File: config.mk
export PLATFORM = sky130hd
export DESIGN_NAME = seven_bit_frame_encoder_top_flat
export DESIGN_NICKNAME = d
export VERILOG_FILES = /design/src/hdl/sbfe_pkg.sv /design/src/hdl/sbfe_if.sv /design/src/hdl/seven_bit_frame_encoder_top.sv /design/src/hdl/sbfe_front.sv /design/src/hdl/sbfe_queue.sv /design/src/hdl/sbfe_back.sv /design/src/flat_wrapper.sv
export SDC_FILE = /design/constraint.sdc
export NUM_CORES = 1
export LEC_CHECK = 0
export ABC_AREA = 0
export ABC_CLOCK_PERIOD_IN_PS = 4200
export BUFFER_PORTS_ARGS = -buffer_cell sky130_fd_sc_hd__buf_4
export CORE_MARGIN = 1
export CORE_UTILIZATION = 40
export DETAILED_ROUTE_END_ITERATION = 6
export PLACE_DENSITY = 0.63
export SLEW_MARGIN = 20
export SYNTH_ARGS = -nofsm -noshare
export SYNTH_HDL_FRONTEND = slang
export SYNTH_SLANG_ARGS = --single-unit
export TNS_END_PERCENT = 30
File: constraint.sdc
create_clock -name i_clk -period 4.2 [get_ports i_clk]
set_input_delay 0.42 -clock i_clk [delete_from_list [all_inputs] [get_ports i_clk]]
set_output_delay 0.42 -clock i_clk [all_outputs]
set_load 0.02 [all_outputs]
File: src/hdl/sbfe_pkg.sv
// ----------------------------------------------------------------------------
// sbfe_pkg: shared types and constants of the seven-bit frame encoder
// Result kinds, range limits and the command word that the front end
// hands to the back end through the command queue.
// ----------------------------------------------------------------------------
package sbfe_pkg;

    // Range limits on the first byte of a message
    localparam logic [4:0] ADDRESS_LIMIT = 5'd8;
    localparam logic [4:0] LENGTH_LIMIT  = 5'd16;

    // Frame constants
    localparam logic [7:0] HEADER_MARK = 8'h80;
    localparam logic [2:0] LAST_REM    = 3'd6;

    // Command queue depth
    localparam int unsigned QUEUE_DEPTH = 2;

    typedef enum logic [1:0] {
        KIND_HEADER   = 2'd0,
        KIND_PACKET   = 2'd1,
        KIND_CHECKSUM = 2'd2,
        KIND_ERROR    = 2'd3
    } t_kind;

    // One result of the frame
    typedef struct packed {
        logic [7:0] out_byte;
        t_kind      kind;
        logic       end_of_frame;
    } t_result;

    // All results caused by one request, with the index of the last one
    typedef struct packed {
        t_result [3:0] ent;
        logic [1:0]    last;
    } t_cmd;

endpackage

File: src/hdl/sbfe_if.sv
// ----------------------------------------------------------------------------
// sbfe_if: request channels of the seven-bit frame encoder
// Input channel carries message bytes, output channel carries frame bytes.
// ----------------------------------------------------------------------------
interface sbfe_in_if;
    logic       valid;
    logic       ready;
    logic [7:0] data_byte;
    logic [3:0] address;
    logic [4:0] message_length;

    modport source (output valid, output data_byte, output address,
                    output message_length, input ready);
    modport sink   (input valid, input data_byte, input address,
                    input message_length, output ready);
endinterface

interface sbfe_out_if;
    logic       valid;
    logic       ready;
    logic [7:0] out_byte;
    logic [1:0] kind;
    logic       end_of_frame;

    modport source (output valid, output out_byte, output kind,
                    output end_of_frame, input ready);
    modport sink   (input valid, input out_byte, input kind,
                    input end_of_frame, output ready);
endinterface

File: src/hdl/seven_bit_frame_encoder_top.sv
// ----------------------------------------------------------------------------
// seven_bit_frame_encoder_top: seven-bit frame encoder with XOR checksum
//
// Input channel i_in takes one message byte per request; address and
// message_length are read on the first byte of a message only. A bad
// address or length gives a single error result with end_of_frame set.
// A good message gives a header byte, then the bytes re-cut MSB first
// into 7-bit packets, and after the last byte the padded partial packet
// and the 7-bit XOR checksum, the latter with end_of_frame set.
// Output channel o_out gives one frame byte per request.
// A request's results pass through the command queue to the output register.
// Throughput: one result per cycle at the output register unless the receiver
// stalls, and a request causes one to four results; the front end
// takes a request every cycle while the two-entry command queue has room.
// Reset clears message state, the queue and the output valid.
// A receiver stall holds the output register; the queue then fills and
// i_in.ready drops.
// ----------------------------------------------------------------------------
module seven_bit_frame_encoder_top #(
    parameter int unsigned QUEUE_DEPTH = sbfe_pkg::QUEUE_DEPTH
) (
    input  logic        i_clk,
    input  logic        i_rst_n,
    sbfe_in_if.sink     i_in,
    sbfe_out_if.source  o_out
);

    logic           push;
    logic           full;
    logic           pop;
    logic           q_valid;
    sbfe_pkg::t_cmd push_cmd;
    sbfe_pkg::t_cmd head_cmd;

    // Classify requests and build result lists
    sbfe_front u_front (
        .i_clk   (i_clk),
        .i_rst_n (i_rst_n),
        .i_in    (i_in),
        .o_push  (push),
        .o_cmd   (push_cmd),
        .i_full  (full)
    );

    // Decouple front and back end
    sbfe_queue #(
        .DEPTH (QUEUE_DEPTH)
    ) u_queue (
        .i_clk   (i_clk),
        .i_rst_n (i_rst_n),
        .i_push  (push),
        .i_cmd   (push_cmd),
        .o_full  (full),
        .i_pop   (pop),
        .o_valid (q_valid),
        .o_cmd   (head_cmd)
    );

    // Deliver results
    sbfe_back u_back (
        .i_clk   (i_clk),
        .i_rst_n (i_rst_n),
        .i_valid (q_valid),
        .i_cmd   (head_cmd),
        .o_pop   (pop),
        .o_out   (o_out)
    );

endmodule

File: src/hdl/sbfe_front.sv
// ----------------------------------------------------------------------------
// sbfe_front: request classifier and bit packer
// Checks the first byte of a message, tracks the bit stream state and
// builds the full list of results for each accepted request.
// ----------------------------------------------------------------------------
module sbfe_front (
    input  logic                i_clk,
    input  logic                i_rst_n,
    sbfe_in_if.sink             i_in,
    output logic                o_push,
    output sbfe_pkg::t_cmd      o_cmd,
    input  logic                i_full
);

    logic       r_in_msg;
    logic [3:0] r_pos;
    logic [3:0] r_exp;
    logic [2:0] r_rem;
    logic [6:0] r_pend;
    logic [6:0] r_xor;

    logic       n_in_msg;
    logic [3:0] n_pos;
    logic [3:0] n_exp;
    logic [2:0] n_rem;
    logic [6:0] n_pend;
    logic [6:0] n_xor;

    logic           acc;
    sbfe_pkg::t_cmd cmd;

    assign i_in.ready = !i_full;
    assign acc        = i_in.valid && !i_full;
    assign o_push     = acc;
    assign o_cmd      = cmd;

    // Classify the request and build its results
    always_comb begin
        logic       start;
        logic       bad;
        logic [3:0] pos;
        logic [3:0] expct;
        logic [2:0] rr;
        logic [6:0] pend;
        logic [6:0] xr;
        logic [3:0] shamt;
        logic [6:0] pkt1;
        logic [7:0] mask;
        logic [7:0] left;
        logic [7:0] left_sh;
        logic [6:0] pend_new;
        logic       full;
        logic       last;
        logic [6:0] xr2;
        logic [6:0] csum;
        logic [2:0] n;

        start    = !r_in_msg;
        bad      = start && ((5'(i_in.address) >= sbfe_pkg::ADDRESS_LIMIT)
                   || (i_in.message_length == 5'd0)
                   || (i_in.message_length >= sbfe_pkg::LENGTH_LIMIT));
        pos      = start ? 4'd0 : r_pos;
        expct    = start ? i_in.message_length[3:0] : r_exp;
        rr       = start ? 3'd0 : r_rem;
        pend     = start ? 7'd0 : r_pend;
        xr       = start ? 7'd0 : r_xor;

        shamt    = 4'(rr) + 4'd1;
        pkt1     = pend | 7'(i_in.data_byte >> shamt);
        mask     = 8'((9'd1 << shamt) - 9'd1);
        left     = i_in.data_byte & mask;
        left_sh  = left << (3'd6 - rr);
        full     = (rr == sbfe_pkg::LAST_REM);
        pend_new = full ? 7'd0 : left_sh[6:0];
        last     = ((5'(pos) + 5'd1) >= 5'(expct));
        xr2      = xr ^ pkt1 ^ (full ? left[6:0] : 7'd0);
        csum     = xr2 ^ pend_new;

        cmd = '0;
        n   = 3'd0;
        if (bad) begin
            cmd.ent[0] = '{out_byte: 8'd0, kind: sbfe_pkg::KIND_ERROR,
                           end_of_frame: 1'b1};
            n = 3'd1;
        end else begin
            if (start) begin
                cmd.ent[n[1:0]] = '{out_byte: sbfe_pkg::HEADER_MARK
                                    | {1'b0, i_in.address[2:0], 4'd0}
                                    | {4'd0, 4'(i_in.message_length - 5'd1)},
                                    kind: sbfe_pkg::KIND_HEADER,
                                    end_of_frame: 1'b0};
                n = n + 3'd1;
            end
            cmd.ent[n[1:0]] = '{out_byte: {1'b0, pkt1},
                                kind: sbfe_pkg::KIND_PACKET, end_of_frame: 1'b0};
            n = n + 3'd1;
            if (full) begin
                cmd.ent[n[1:0]] = '{out_byte: {1'b0, left[6:0]},
                                    kind: sbfe_pkg::KIND_PACKET, end_of_frame: 1'b0};
                n = n + 3'd1;
            end
            if (last) begin
                if (!full) begin
                    cmd.ent[n[1:0]] = '{out_byte: {1'b0, pend_new},
                                        kind: sbfe_pkg::KIND_PACKET,
                                        end_of_frame: 1'b0};
                    n = n + 3'd1;
                end
                cmd.ent[n[1:0]] = '{out_byte: {1'b0, csum},
                                    kind: sbfe_pkg::KIND_CHECKSUM,
                                    end_of_frame: 1'b1};
                n = n + 3'd1;
            end
        end
        cmd.last = 2'(n - 3'd1);

        // Advance the message state
        n_in_msg = r_in_msg;
        n_pos    = r_pos;
        n_exp    = r_exp;
        n_rem    = r_rem;
        n_pend   = r_pend;
        n_xor    = r_xor;
        if (acc && !bad) begin
            if (last) begin
                n_in_msg = 1'b0;
                n_pos    = 4'd0;
                n_exp    = 4'd0;
                n_rem    = 3'd0;
                n_pend   = 7'd0;
                n_xor    = 7'd0;
            end else begin
                n_in_msg = 1'b1;
                n_pos    = pos + 4'd1;
                n_exp    = expct;
                n_rem    = full ? 3'd0 : rr + 3'd1;
                n_pend   = pend_new;
                n_xor    = xr2;
            end
        end
    end

    // Hold the message state
    always_ff @(posedge i_clk) begin
        if (!i_rst_n) begin
            r_in_msg <= 1'b0;
            r_pos    <= 4'd0;
            r_exp    <= 4'd0;
            r_rem    <= 3'd0;
            r_pend   <= 7'd0;
            r_xor    <= 7'd0;
        end else begin
            r_in_msg <= n_in_msg;
            r_pos    <= n_pos;
            r_exp    <= n_exp;
            r_rem    <= n_rem;
            r_pend   <= n_pend;
            r_xor    <= n_xor;
        end
    end

endmodule

File: src/hdl/sbfe_queue.sv
// ----------------------------------------------------------------------------
// sbfe_queue: command queue between front and back end
// Small register FIFO of command words so each side can stall on its own.
// ----------------------------------------------------------------------------
module sbfe_queue #(
    parameter int unsigned DEPTH = sbfe_pkg::QUEUE_DEPTH
) (
    input  logic                i_clk,
    input  logic                i_rst_n,
    input  logic                i_push,
    input  sbfe_pkg::t_cmd      i_cmd,
    output logic                o_full,
    input  logic                i_pop,
    output logic                o_valid,
    output sbfe_pkg::t_cmd      o_cmd
);

    localparam int unsigned AW = (DEPTH > 1) ? $clog2(DEPTH) : 1;
    localparam int unsigned CW = $clog2(DEPTH + 1);

    sbfe_pkg::t_cmd r_mem [DEPTH];
    logic [AW-1:0]  r_wptr;
    logic [AW-1:0]  r_rptr;
    logic [CW-1:0]  r_count;

    logic do_push;
    logic do_pop;

    assign o_full  = (r_count == CW'(DEPTH));
    assign o_valid = (r_count != '0);
    assign o_cmd   = r_mem[r_rptr];
    assign do_push = i_push && !o_full;
    assign do_pop  = i_pop && o_valid;

    // Store command words
    always_ff @(posedge i_clk) begin
        if (do_push) begin
            r_mem[r_wptr] <= i_cmd;
        end
    end

    // Advance pointers and fill count
    always_ff @(posedge i_clk) begin
        if (!i_rst_n) begin
            r_wptr  <= '0;
            r_rptr  <= '0;
            r_count <= '0;
        end else begin
            if (do_push) begin
                r_wptr <= (r_wptr == AW'(DEPTH - 1)) ? '0 : r_wptr + AW'(1);
            end
            if (do_pop) begin
                r_rptr <= (r_rptr == AW'(DEPTH - 1)) ? '0 : r_rptr + AW'(1);
            end
            r_count <= r_count + CW'(do_push) - CW'(do_pop);
        end
    end

endmodule

File: src/hdl/sbfe_back.sv
// ----------------------------------------------------------------------------
// sbfe_back: result sequencer
// Walks the results of the queued command, one per cycle unless the receiver
// stalls, into the output register and pops the command after its last result.
// ----------------------------------------------------------------------------
module sbfe_back (
    input  logic                i_clk,
    input  logic                i_rst_n,
    input  logic                i_valid,
    input  sbfe_pkg::t_cmd      i_cmd,
    output logic                o_pop,
    sbfe_out_if.source          o_out
);

    logic              r_valid;
    sbfe_pkg::t_result r_res;
    logic [1:0]        r_idx;

    logic load;

    assign load  = i_valid && (!r_valid || o_out.ready);
    assign o_pop = load && (r_idx == i_cmd.last);

    assign o_out.valid        = r_valid;
    assign o_out.out_byte     = r_res.out_byte;
    assign o_out.kind         = 2'(r_res.kind);
    assign o_out.end_of_frame = r_res.end_of_frame;

    // Load the output register
    always_ff @(posedge i_clk) begin
        if (load) begin
            r_res <= i_cmd.ent[r_idx];
        end
    end

    // Track output valid and the result index
    always_ff @(posedge i_clk) begin
        if (!i_rst_n) begin
            r_valid <= 1'b0;
            r_idx   <= 2'd0;
        end else begin
            if (load) begin
                r_valid <= 1'b1;
                r_idx   <= o_pop ? 2'd0 : r_idx + 2'd1;
            end else if (o_out.ready) begin
                r_valid <= 1'b0;
            end
        end
    end

endmodule

File: src/flat_wrapper.sv
// flat-port wrapper written by rule: the top's interface ports become plain ports
module seven_bit_frame_encoder_top_flat 
#(
    parameter int unsigned QUEUE_DEPTH = sbfe_pkg::QUEUE_DEPTH
)
  (i_clk, i_rst_n, i_in_valid, i_in_data_byte, i_in_address, i_in_message_length, i_in_ready, o_out_valid, o_out_out_byte, o_out_kind, o_out_end_of_frame, o_out_ready);
  sbfe_in_if i_in_i ();
  sbfe_out_if o_out_i ();
  input  logic i_clk;
  input  logic i_rst_n;
  input wire logic [$bits(i_in_i.valid)-1:0] i_in_valid;
  input wire logic [$bits(i_in_i.data_byte)-1:0] i_in_data_byte;
  input wire logic [$bits(i_in_i.address)-1:0] i_in_address;
  input wire logic [$bits(i_in_i.message_length)-1:0] i_in_message_length;
  output wire logic [$bits(i_in_i.ready)-1:0] i_in_ready;
  output wire logic [$bits(o_out_i.valid)-1:0] o_out_valid;
  output wire logic [$bits(o_out_i.out_byte)-1:0] o_out_out_byte;
  output wire logic [$bits(o_out_i.kind)-1:0] o_out_kind;
  output wire logic [$bits(o_out_i.end_of_frame)-1:0] o_out_end_of_frame;
  input wire logic [$bits(o_out_i.ready)-1:0] o_out_ready;
  assign i_in_i.valid = i_in_valid;
  assign i_in_i.data_byte = i_in_data_byte;
  assign i_in_i.address = i_in_address;
  assign i_in_i.message_length = i_in_message_length;
  assign i_in_ready = i_in_i.ready;
  assign o_out_valid = o_out_i.valid;
  assign o_out_out_byte = o_out_i.out_byte;
  assign o_out_kind = o_out_i.kind;
  assign o_out_end_of_frame = o_out_i.end_of_frame;
  assign o_out_i.ready = o_out_ready;
  seven_bit_frame_encoder_top #(.QUEUE_DEPTH(QUEUE_DEPTH)) u_core (.i_clk(i_clk), .i_rst_n(i_rst_n), .i_in(i_in_i), .o_out(o_out_i));
endmodule
Word level (Yosys, flattened, before mapping)

Memory sizes are Yosys's and may differ from the RTL's. A register that Yosys moved wholly into a read port is not among the register bits.
Cells that the tools add are included.

Flip-flop bits (word level): 44
RAM bits: 92
Memories: 1

$add $sub $neg: 17
Order comparisons: 12
Eq/ne operators: 3
Shift-type cells: 3
Muxes and demuxes: 56
Bitwise operators: 6
Reductions and logical operators: 21

Memories:

| memory               | words | bits a word | read ports | clocked after memory_dff | wr ports | RTL line         | text |
|---|---|---|---|---|---|---|---|
| u_core.u_queue.r_mem | 2     | 46          | 1          | 1                        | 1        | sbfe_queue.sv:21 | `sbfe_pkg::t_cmd r_mem [DEPTH];` |

Operator list:

| operator              | count |
|---|---|
| $mux W44              | 6 |
| $bwmux W44            | 4 |
| $demux W11 S2         | 4 |
| $mux W11              | 8 |
| $mux W7               | 6 |
| $mux W33              | 1 |
| $bmux W11 S2          | 1 |
| $xor A7 B7 Y7         | 3 |
| $mux W2               | 9 |
| $mux W4               | 4 |
| $lt A2 B3 Y1 const B  | 5 |
| $logic_and A1 B1 Y1   | 11 |
| $add A2 B1 Y2 const B | 5 |
| $mux W1               | 10 |
| $mux W3               | 3 |
| $and A8 B8 Y8         | 1 |
| $ge A2 B1 Y1 const B  | 4 |
| $or A8 B4 Y8          | 1 |
| $shl A1 B4 Y8 const A | 1 |
| $shl A8 B3 Y7         | 1 |
| $shr A8 B4 Y7         | 1 |
| $sub A8 B1 Y8 const B | 1 |
| $or A7 B7 Y7          | 1 |
| $add A4 B1 Y5 const B | 1 |
| 19 further kinds      | 26 |

Logic depth before layout (Yosys ltp)

Gate-level depths: netlist (run 1).

Word-level depth: 20
Depth in mapped cells: 18
Gate-level depth less buffers: 12

Modules after synthesis

Synthesis (run 1) repeated with hierarchy kept, for this count alone.

Cell total of the unflattened synthesis: 735
Area, all modules: 8310.5 um2

Modules (own cells, without submodules):

| module     | instances | cells each | area an instance (um2) | seq. area each (um2) |
|---|---|---|---|---|
| sbfe_queue | 1         | 170        | 3758.6                 | 2862.7 |
| sbfe_front | 1         | 519        | 3736.1                 | 520.5 |
| sbfe_back  | 1         | 46         | 815.8                  | 390.4 |

Least setup slack after synthesis (run 1)

Ideal clock, no wire load.

Kind: register to register
Start point: register u_core.u_front.r_in_msg
End point: memory u_core.u_queue.r_mem[0][14] (netlist name) (data pin)
Setup time: 0.258 ns
Arrival time: 3.290 ns
Data required time: 3.942 ns
Slack: 0.651 ns
Stages on the path, launching flop included: 16
Buffers on the path: 6
Cell sequence: dfxtp_1 buf_4 buf_2 buf_2 clkbuf_1 and2_1 ha_1 xnor2_1 ha_1 a21o_1 a31oi_1 o21a_1 clkbuf_1 buf_1 o21ai_0 and3_1

RTL lines:

| element                  | RTL line          | text |
|---|---|---|
| start: declaration       | sbfe_front.sv:15  | `logic r_in_msg;` |
| start signal: assignment | sbfe_front.sv:153 | `r_in_msg <= n_in_msg;` |
| end: declaration         | sbfe_queue.sv:21  |  |

==> metrics.yaml, run 1 <==
finalHoldViolCount: 0
postLayoutSetupSlackWorst_ps: 218
fin_crit_sh: 0.948
rrSetupSlack_ps: 220
path_clk_slew_ps: 60
fin_setup_tns_ps: 0
cellPowerDensity_nw_per_um2: 482
synthCells: 700
dp_slack_ps: 345
clock_tree.buffer_depth: 2
fmax_mhz: 251
hp-class: "in2reg"
cts_made_buffers: 17
finalInstanceArea_um2: 8300
dp_cells: 932
rows: 48
cellLeakagePower_nw: 2.96
grt.total_usage: 0.227
cp-start-kind: "flip-flop"
routed-via-count: 5734
grt_max_degree: 41
die_w_um: 137
fin_skew_ps: 7.56
status: "finished clean"
drt_iter0_drc: 558
grt_pass1_vias: 5637
core_area_um2: 17500
final_nets: 767
viasPerCell: 5.94
setup-violations-final: 0
grt_antenna_before_repair: 0
finalCoreUtilization: 0.473
synth-seq-cells: 122
worst-path-max-fanout: 16
total_power_mw: 4.00
first_pass_iters: 7
final_cell_mix: "edfxtp_1, nand2_1, buf_4"
drc: 0
io_pins: 34
async_reset_ff_frac: 0
synthDistinctLibCells: 88
endpoint_kind: "flip-flop"
die-area_um2: 18800
arrival_ps: 4170
post_cts_buffers: 0
peakVddDrop_v: 0.000449
cts_tree: "built"
rsz0062_at_grt: "no"
ys_seq_area_frac: 0.456
r2r-end: "u_core.u_queue.r_mem[1][18]"
initial_core_util: 0.416
hold_path_end: "u_core.u_back.o_out.valid"
crit_type: "reg2reg"
die_y_um: 137
max_slew.worst_pin.slew_ps: 733
final_cells: 965
relSlewSlack: 0.508
placed_area_um2: 7740
synth_area_um2: 7290
hold_depth: 3
clock_latency_ps: 420
r2r_cells: 12
dpl.hpwl_mm: 14.2
cp.required_ps: 4390
synth_warnings: 0
portBuffers: 33
fillers: 1618
htree_num_levels: 4
syn_area_per_cell_um2: 10.4
cts_root_buf: "clkbuf_16"
period_needed_ps: 3980
hold_start: "o_out_ready"
postRouteAntennaNets: 0
whs_ps: 386
worst_r2r_startpoint: "u_core.u_front.r_rem[0]"
cts_resized: 0
maxCapViolCount: 0
maxSlewViolCount: 0
syn-num-nets: 740
synth_flop_cell: "edfxtp_1"
synth_edf_count: 88
hold_buffers: 0
layout_commonest_cell: "edfxtp_1"
diodes: 0
post_route_cells_drive_above_1_share: 0.181
critPathLaunch: "u_core.u_front.r_rem[0]"
cts_sinks: 122
grt_pass1_wl_mm: 31.5
routabilityCongestion: 0.977
wl_mm: 19.7
wl_per_cell_um: 20.4
grt-ovfl-total: 0
synthToLayoutAreaGrowth_pct: 13.9
==> critical path, stage by stage, from the launching register on <==
cell and delay (ps):
dfxtp_1 670, and2_4 290, inv_2 60, ha_1 300, o21ai_0 130, ha_1 250, nand2b_1 280, mux2_4 350
mux2_2 270, nor2_2 380, xor3_1 360, nor2_1 90, a2111oi_2 320
==> layer usage <==
metal | global-route usage | wire, µm
met1 | 0.283 | 8150
met2 | 0.366 | 9340
met3 | 0.0522 | 1370
met4 | 0.118 | 853
met5 | 0 | 0
==> worst max-delay path by stage <==
stage                                  endpoint  depth (start not counted)
finish              u_core.u_queue.r_mem[1][18]                         12
global placement    u_core.u_queue.r_mem[1][18]                         12
detailed placement  u_core.u_queue.r_mem[1][18]                         12
floorplan           u_core.u_queue.r_mem[0][14]                         15
global route        u_core.u_queue.r_mem[1][18]                         12
CTS                 u_core.u_queue.r_mem[1][18]                         12
==> cell families after synthesis <==
group / count (synthesis) / share of synthesized area
AND/OR/NAND/NOR: 252 / 0.176
AO/OA/AOI/OAI: 182 / 0.181
flip-flops: 122 / 0.456
buffers and inverters: 66 / 0.0422
multiplexers: 34 / 0.0788
XOR/XNOR: 24 / 0.0330
adder cells (fa/ha/maj): 19 / 0.0326
other: 1 / 0.000515
==> cell usage after synthesis (7+ instances only) <==
cell      instances  share of area
mux2i_1          12          0.016
and2_1           15          0.013
a21oi_1          26          0.018
dfxtp_1          34          0.093
nor3_1           11         0.0076
xnor2_1          14          0.017
mux4_2           18          0.056
edfxtp_1         88           0.36
clkbuf_1         23          0.012
a211oi_1         11          0.011
nor2b_1          36          0.031
a22oi_1          21          0.022
nand2b_1          8         0.0069
buf_2            12         0.0082
o21a_1            8         0.0082
xor2_1            7         0.0084
nor2_1           51          0.026
inv_1            18         0.0093
nand2_1          72          0.037
o21ai_0          33          0.023
nand3_1          18          0.012
ha_1             19          0.033
==> sequential cells by signal, summed over array words and instances, names as in the netlist, named ones only <==
name / count
u_core.u_front.r_pend: 7
u_core.u_queue.r_rptr: 1
u_core.u_back.o_out.valid: 1
u_core.u_queue.r_count: 2
u_core.u_queue.r_mem: 78
u_core.u_front.r_rem: 3
u_core.u_back.r_idx: 2
u_core.u_front.r_in_msg: 1
u_core.u_front.r_exp: 4
u_core.u_back.o_out.out_byte: 8
u_core.u_queue.r_wptr: 1
u_core.u_front.r_xor: 7
u_core.u_back.o_out.kind: 2
u_core.u_front.r_pos: 4
==> layout make-up <==
class,count,area (µm²),share of cell area
Multi-Input combinational cell,512,3660,0.441
Sequential cell,122,3320,0.400
Clock buffer,19,443,0.0534
Timing Repair Buffer,54,418,0.0503
Tap cell,225,282,0.0339
Clock inverter,13,96.3,0.0116
Inverter,20,75.1,0.00904
==> where the power goes <==
group          total [mW]  switching (mW)  internal, mW
combinational        1.08           0.623         0.457
clock                1.32           0.548         0.772
sequential           1.60          0.0718          1.53
total                4.00            1.24          2.76
(Power assumes the default switching activity.)
==> run 2: changes to the inputs <==
--- a/config.mk
+++ b/config.mk
@@ -7,11 +7,13 @@
 export LEC_CHECK = 0
 export ABC_AREA = 0
 export ABC_CLOCK_PERIOD_IN_PS = 4200
-export BUFFER_PORTS_ARGS = -buffer_cell sky130_fd_sc_hd__buf_4
+export CAP_MARGIN = 30
 export CORE_MARGIN = 1
 export CORE_UTILIZATION = 40
 export DETAILED_ROUTE_END_ITERATION = 6
-export PLACE_DENSITY = 0.63
+export DONT_BUFFER_PORTS = 1
+export GPL_TIMING_DRIVEN = 0
+export PLACE_DENSITY = 0.61
 export SLEW_MARGIN = 20
 export SYNTH_ARGS = -nofsm -noshare
 export SYNTH_HDL_FRONTEND = slang
==> run 2 against run 1 <==
Compared with the run above: core utilization shrank 0.27 points; non-clock buffer count shrank 6; sequential cell count is the same; cell count shrank 0.62%; first-iteration DRC count shrank 2.2%; routed wire length grew 8.6%; clock-buffer cell count grew 1; worst hold slack lost 240 ps; critical endpoint is now u_core.u_queue.r_mem[1][32]; sequential power grew 4%; largest cell class unchanged; largest power group unchanged.
==> metrics.yaml, run 2 (same netlist as run 1, synthesis figures left out) <==
period_needed_ps: 4120  # +137 ps
postRouteAntennaNets: 0  # unchanged
hp-class: "in2reg"
cp-start-kind: "flip-flop"
cts_made_buffers: 17  # unchanged
arrival_ps: 4230  # +60 ps
fillers: 1675  # +3.5%
grt_max_degree: 28  # -32%
die_w_um: 137  # unchanged
fin_skew_ps: 15.6  # +8.08 ps
worstPathCellList: "buf_6 -> and2_4 -> inv_2 -> ha_1 -> o21ai_0 -> ha_1 -> or3_1 -> a21oi_2 -> a211oi_1 -> o21ai_1 -> a21oi_1 -> xnor2_1 -> o22ai_1"
r2r-end: "u_core.u_queue.r_mem[1][32]"
fin_crit_sh: 0.981  # +0.0327
grt_antenna_before_repair: 0  # unchanged
rsz0062_at_grt: "no"
post_route_cells_drive_above_1_share: 0.161  # -0.0203
status: "finished clean"
path_clk_slew_ps: 50  # about the same
endpoint_kind: "flip-flop"
cp_slowest_stage_delay_ps: 650  # -20 ps
routabilityCongestion: 0.954  # -2.3%
worst_r2r_startpoint: "u_core.u_front.r_rem[0]"
crit_path_frequent_cell: "ha_1"
dpl.hpwl_mm: 15.8  # +11%
grt-ovfl-total: 0  # unchanged
maxSlewViolCount: 0  # unchanged
rrSetupSlack_ps: 80  # -140 ps
cts_root_buf: "clkbuf_16"
wl_per_cell_um: 22.3  # +9.3%
diodes: 0  # unchanged
drt_iter0_drc: 546  # -2.2%
cts_tree: "built"
cp_slowest_cell: "o21ai_1"
synthToLayoutAreaGrowth_pct: 13.3
cts_sinks: 122  # unchanged
crit_type: "reg2reg"
io_pins: 34  # unchanged
r2r_cells: 13  # +1
cp.required_ps: 4310  # -80 ps
regMostFlops: "u_core.u_queue.r_mem"
htree_num_levels: 4  # unchanged
cellPowerDensity_nw_per_um2: 485  # +0.61%
die_y_um: 137  # unchanged
clock_latency_ps: 420  # about the same
largest_reg_flops: 78  # unchanged
relSlewSlack: 0.477  # -0.0310
die-area_um2: 18800  # unchanged
wl_mm: 21.4  # +8.6%
core_area_um2: 17500  # unchanged
maxCapViolCount: 0  # unchanged
rows: 48  # unchanged
clock_tree.buffer_depth: 2  # unchanged
whs_ps: 149  # -237 ps
max_slew.worst_pin.slew_ps: 779  # +46.2 ps
fmax_mhz: 243  # -3.3%
cellLeakagePower_nw: 2.87  # -3.1%
viasPerCell: 5.99  # +0.75%
setup-violations-final: 0  # unchanged
critPathLaunch: "u_core.u_front.r_rem[0]"
grt_pass1_vias: 5605  # -0.57%
hold_depth: 1  # -2
final_cell_mix: "edfxtp_1, nand2_1, nor2_1"
drc: 0  # unchanged
portBuffers: 0  # -100%
routed-via-count: 5741  # +0.12%
initial_core_util: 0.416  # unchanged
first_pass_iters: 5  # -2
final_nets: 761  # -0.78%
setup.worst_path.end: "u_core.u_queue.r_mem[1][32]"
peakVddDrop_v: 0.000360  # -20%
finalCoreUtilization: 0.471  # -0.00271
grt_pass1_wl_mm: 33.0  # +4.7%
grt.total_usage: 0.240  # +0.0133
layout_commonest_cell: "edfxtp_1"
worst-path-max-fanout: 9  # -7
finalHoldViolCount: 0  # unchanged
-- run 2: critical path: cells and delay by family (launching register included) --
family / cells / cell delay [ps]
compound gates: 6 / 1540
flops: 1 / 310
xor+xnor: 1 / 560
buf+inv: 2 / 220
fa+ha+maj: 2 / 630
simple gates: 2 / 560
-- run 2: layer usage --
metal,wire length (µm),track usage
met1,9290,0.314
met3,1450,0.0522
met5,0,0
met4,695,0.0965
met2,9960,0.386
-- run 2: layout make-up --
| class | instances | area (µm²) | area share |
|---|---|---|---|
| multi-input combinational | 512 | 3710 | 0.449 |
| sequential | 122 | 3330 | 0.403 |
| clock buffer | 20 | 437 | 0.0529 |
| tap | 225 | 282 | 0.0341 |
| buffer | 45 | 244 | 0.0296 |
| clock inverter | 12 | 125 | 0.0152 |
| inverter | 20 | 78.8 | 0.00955 |
| timing repair buffer | 3 | 52.6 | 0.00637 |
-- run 2: what timing repair did --
item / CTS / global route
pin swaps: 0 / 1
hold buffers: 0 / 0
gates resized for setup: 9 / 18
setup endpoints to repair: 71 / 28
hold endpoints to repair: 0 / 0
buffers inserted: 0 / 0
-- run 2: per-stage QoR --
step | power, mW | setup slack [ps] | cells | setup TNS (ps) | cell area [µm²]
2_1_floorplan | 2.37 | 651 | 700 | 0 | 7290
3_3_place_gp | 2.60 | -561 | 925 | -16460 | 7570
3_5_place_dp | 2.64 | -575 | 928 | -17130 | 7630
4_1_cts | 4.03 | 33.1 | 959 | 0 | 8200
5_1_grt | 4.19 | 3.07 | 959 | 0 | 8250
6_report | 4.00 | 81.1 | 959 | 0 | 8250
-- run 2: report_power, final --
part	internal, mW	switching [mW]	leakage [nW]	total [mW]
Combinational	0.394	0.559	1.49	0.953
Clock	0.868	0.519	0.261	1.39
Sequential	1.53	0.129	1.12	1.66
Total	2.79	1.21	2.87	4.00
-- run 2: worst min path at each step --
stage / slack [ps] / from / end
after floorplan: 440 / u_core.u_front.r_pend[1] / u_core.u_front.r_pend[1]
after global placement: 490 / u_core.u_front.r_exp[3] / u_core.u_front.r_exp[3]
after detailed placement: 510 / u_core.u_front.r_exp[2] / u_core.u_front.r_exp[2]
after CTS: 130 / i_rst_n / u_core.u_front.r_exp[1]
after global routing: 140 / i_rst_n / u_core.u_front.r_in_msg
final: 150 / i_rst_n / u_core.u_front.r_in_msg
==> run 3: changes to the inputs <==
--- a/config.mk
+++ b/config.mk
@@ -10,6 +10,7 @@
 export CAP_MARGIN = 30
 export CORE_MARGIN = 1
 export CORE_UTILIZATION = 40
+export CTS_BUF_LIST = sky130_fd_sc_hd__clkbuf_4
 export DETAILED_ROUTE_END_ITERATION = 6
 export DONT_BUFFER_PORTS = 1
 export GPL_TIMING_DRIVEN = 0
==> run 3 against run 2 <==
Compared with the run above: sequential power is essentially flat; largest cell class unchanged; power decreased by 14%; largest power group unchanged; first-iteration DRC count shrank 0.55%.
==> metrics.yaml, run 3 (same netlist as run 1, synthesis figures left out) <==
maxSlewViolCount: 0  # unchanged
portBuffers: 0  # unchanged
peakVddDrop_v: 0.000222  # -38%
setup-violations-final: 0  # unchanged
hp-class: "in2reg"
fin_skew_ps: 39.0  # +23.3 ps
worst-path-max-fanout: 9  # unchanged
initial_core_util: 0.416  # unchanged
regMostFlops: "u_core.u_queue.r_mem"
drt_iter0_drc: 543  # -0.55%
max_slew.worst_pin.slew_ps: 769  # -9.80 ps
path_clk_slew_ps: 100  # +50 ps
switching_share: 0.331  # +0.0293
post_cts_buffers: 0  # unchanged
drc: 0  # unchanged
cts_sinks: 122  # unchanged
die-area_um2: 18800  # unchanged
rsz0062_at_grt: "no"
final_nets: 762  # +0.13%
largest_reg_flops: 78  # unchanged
final_cell_mix: "edfxtp_1, nand2_1, nor2_1"
cp_slowest_stage_delay_ps: 640  # about the same
first_pass_iters: 5  # unchanged
maxCapViolCount: 0  # unchanged
grt_pass1_wl_mm: 32.9  # -0.36%
p_sw_mw: 1.14  # -6.0%
fin_crit_sh: 0.977  # -0.00395
fmax_mhz: 244  # +0.40%
cts_made_buffers: 17  # unchanged
crit_path_frequent_cell: "ha_1"
finalInstanceArea_um2: 7990  # -3.2%
fin_setup_tns_ps: 0  # unchanged
clock_latency_ps: 560  # +140 ps
power_frac_clock: 0.238  # -0.109
combPwrFrac: 0.279  # +0.041
core_area_um2: 17500  # unchanged
rows: 48  # unchanged
cts_tree: "built"
die_y_um: 137  # unchanged
clock_tree.buffer_depth: 2  # unchanged
grt.total_usage: 0.241  # about the same
postRouteAntennaNets: 0  # unchanged
finalHoldViolCount: 0  # unchanged
worstPathCellList: "buf_6 -> and2_4 -> inv_2 -> ha_1 -> o21ai_0 -> ha_1 -> or3_1 -> a21oi_2 -> a211oi_1 -> o21ai_1 -> a21oi_1 -> xnor2_1 -> o22ai_1"
routabilityCongestion: 0.954  # unchanged
die_w_um: 137  # unchanged
grt_max_degree: 28  # unchanged
wl_per_cell_um: 22.2  # -0.33%
crit_type: "reg2reg"
relSlewSlack: 0.484  # +0.00658
placed_area_um2: 7630  # unchanged
cellPowerDensity_nw_per_um2: 429  # -12%
htree_num_levels: 4  # unchanged
cp-start-kind: "flip-flop"
wl_mm: 21.4  # -0.13%
arrival_ps: 4350  # +120 ps
endpoint_kind: "flip-flop"
grt_pass1_vias: 5616  # +0.20%
status: "finished clean"
p_seq_frac: 0.484  # +0.069
layout_commonest_cell: "edfxtp_1"
post_route_cells_drive_above_1_share: 0.165  # +0.00386
viasPerCell: 6.04  # +0.92%
grt_antenna_before_repair: 0  # unchanged
cp.required_ps: 4440  # +130 ps
cellLeakagePower_nw: 2.76  # -3.9%
grt-ovfl-total: 0  # unchanged
cts_root_buf: "clkbuf_4"
dpl.hpwl_mm: 15.8  # unchanged
synthToLayoutAreaGrowth_pct: 9.70
p_int_mw: 2.29  # -18%
period_needed_ps: 4100  # -16.6 ps
total_power_mw: 3.43  # -14%
io_pins: 34  # unchanged
cp_slowest_cell: "o21ai_1"
routed-via-count: 5806  # +1.1%
==> run 3: changes by cell type in the layout (fill, tap and decap cells not counted) <==
cell           change
dlygate4sd3_1      +2
diode_2            +1
clkbuf_4          +21
clkbuf_16         -17
a311oi_1           -1
a311oi_2           +1
buf_2              -2
clkbuf_1           -3
==> run 3: power by group through the flow <==
stage          combinational [mW]  sequential, mW  clock (mW)
4_1_cts                     0.960            1.66       0.825
5_1_grt                      1.04            1.68       0.885
6_report                    0.956            1.66       0.814
3_5_place_dp                0.952            1.69           0
3_3_place_gp                0.918            1.68           0
2_1_floorplan               0.701            1.67           0
==> run 3: cell type report <==
class / count / area, µm²
diodes: 1 / 2.50
plain buffers: 44 / 241
clock buffers: 20 / 150
clock inverters: 12 / 125
fillers: 1709 / 9540
inverters: 20 / 78.8
multi-input cells: 512 / 3710
flip-flops and latches: 122 / 3330
well taps: 225 / 282
repair buffers: 5 / 72.6
==> run 3: path summary, 6_finish.rpt <==
kind,cells past startpoint,slack (ps),endpoint,start
setup / recovery,13,100,u_core.u_queue.r_mem[1][32],u_core.u_front.r_rem[0]
hold / removal,2,160,u_core.u_back.o_out.valid,o_out_ready
setup reg to reg,13,100,u_core.u_queue.r_mem[1][32],u_core.u_front.r_rem[0]
hold reg to reg,2,520,u_core.u_front.r_pend[1],u_core.u_front.r_pend[1]
==> run 3: through the flow <==
stage | util | cells | hold slack (ps) | setup WS (ps)
after floorplan | - | 700 | 441 | 651
after global placement | 0.432 | 925 | 490 | -561
after detailed placement | 0.435 | 928 | 505 | -575
after CTS | 0.452 | 960 | 13.2 | 1.61
after global routing | 0.456 | 960 | 126 | 14.2
final | 0.456 | 961 | 159 | 97.7
==> run 3: critical path: cells and delay by family (launching register included) <==
kind / cells / cell delay, ps
compound gates: 6 / 1530
fa+ha+maj: 2 / 630
simple gates: 2 / 560
xor+xnor: 1 / 550
flops: 1 / 320
buf+inv: 2 / 220
==> run 3: routing by layer <==
layer,global-route usage,part of all wire,up-vias,routed length (µm)
li1,-,-,2671,-
met1,0.311,0.43,2838,9280
met2,0.380,0.46,251,9900
met3,0.0585,0.069,46,1480
met4,0.108,0.033,0,702
met5,0,0,-,0
==> run 3: what timing repair did <==
item                                   in CTS  in global routing
hold buffers                                1                  1
pin swaps                                   0                  1
gates resized for setup                     9                 17
endpoints found under the hold margin       3                  1
setup endpoints to repair                  75                 30
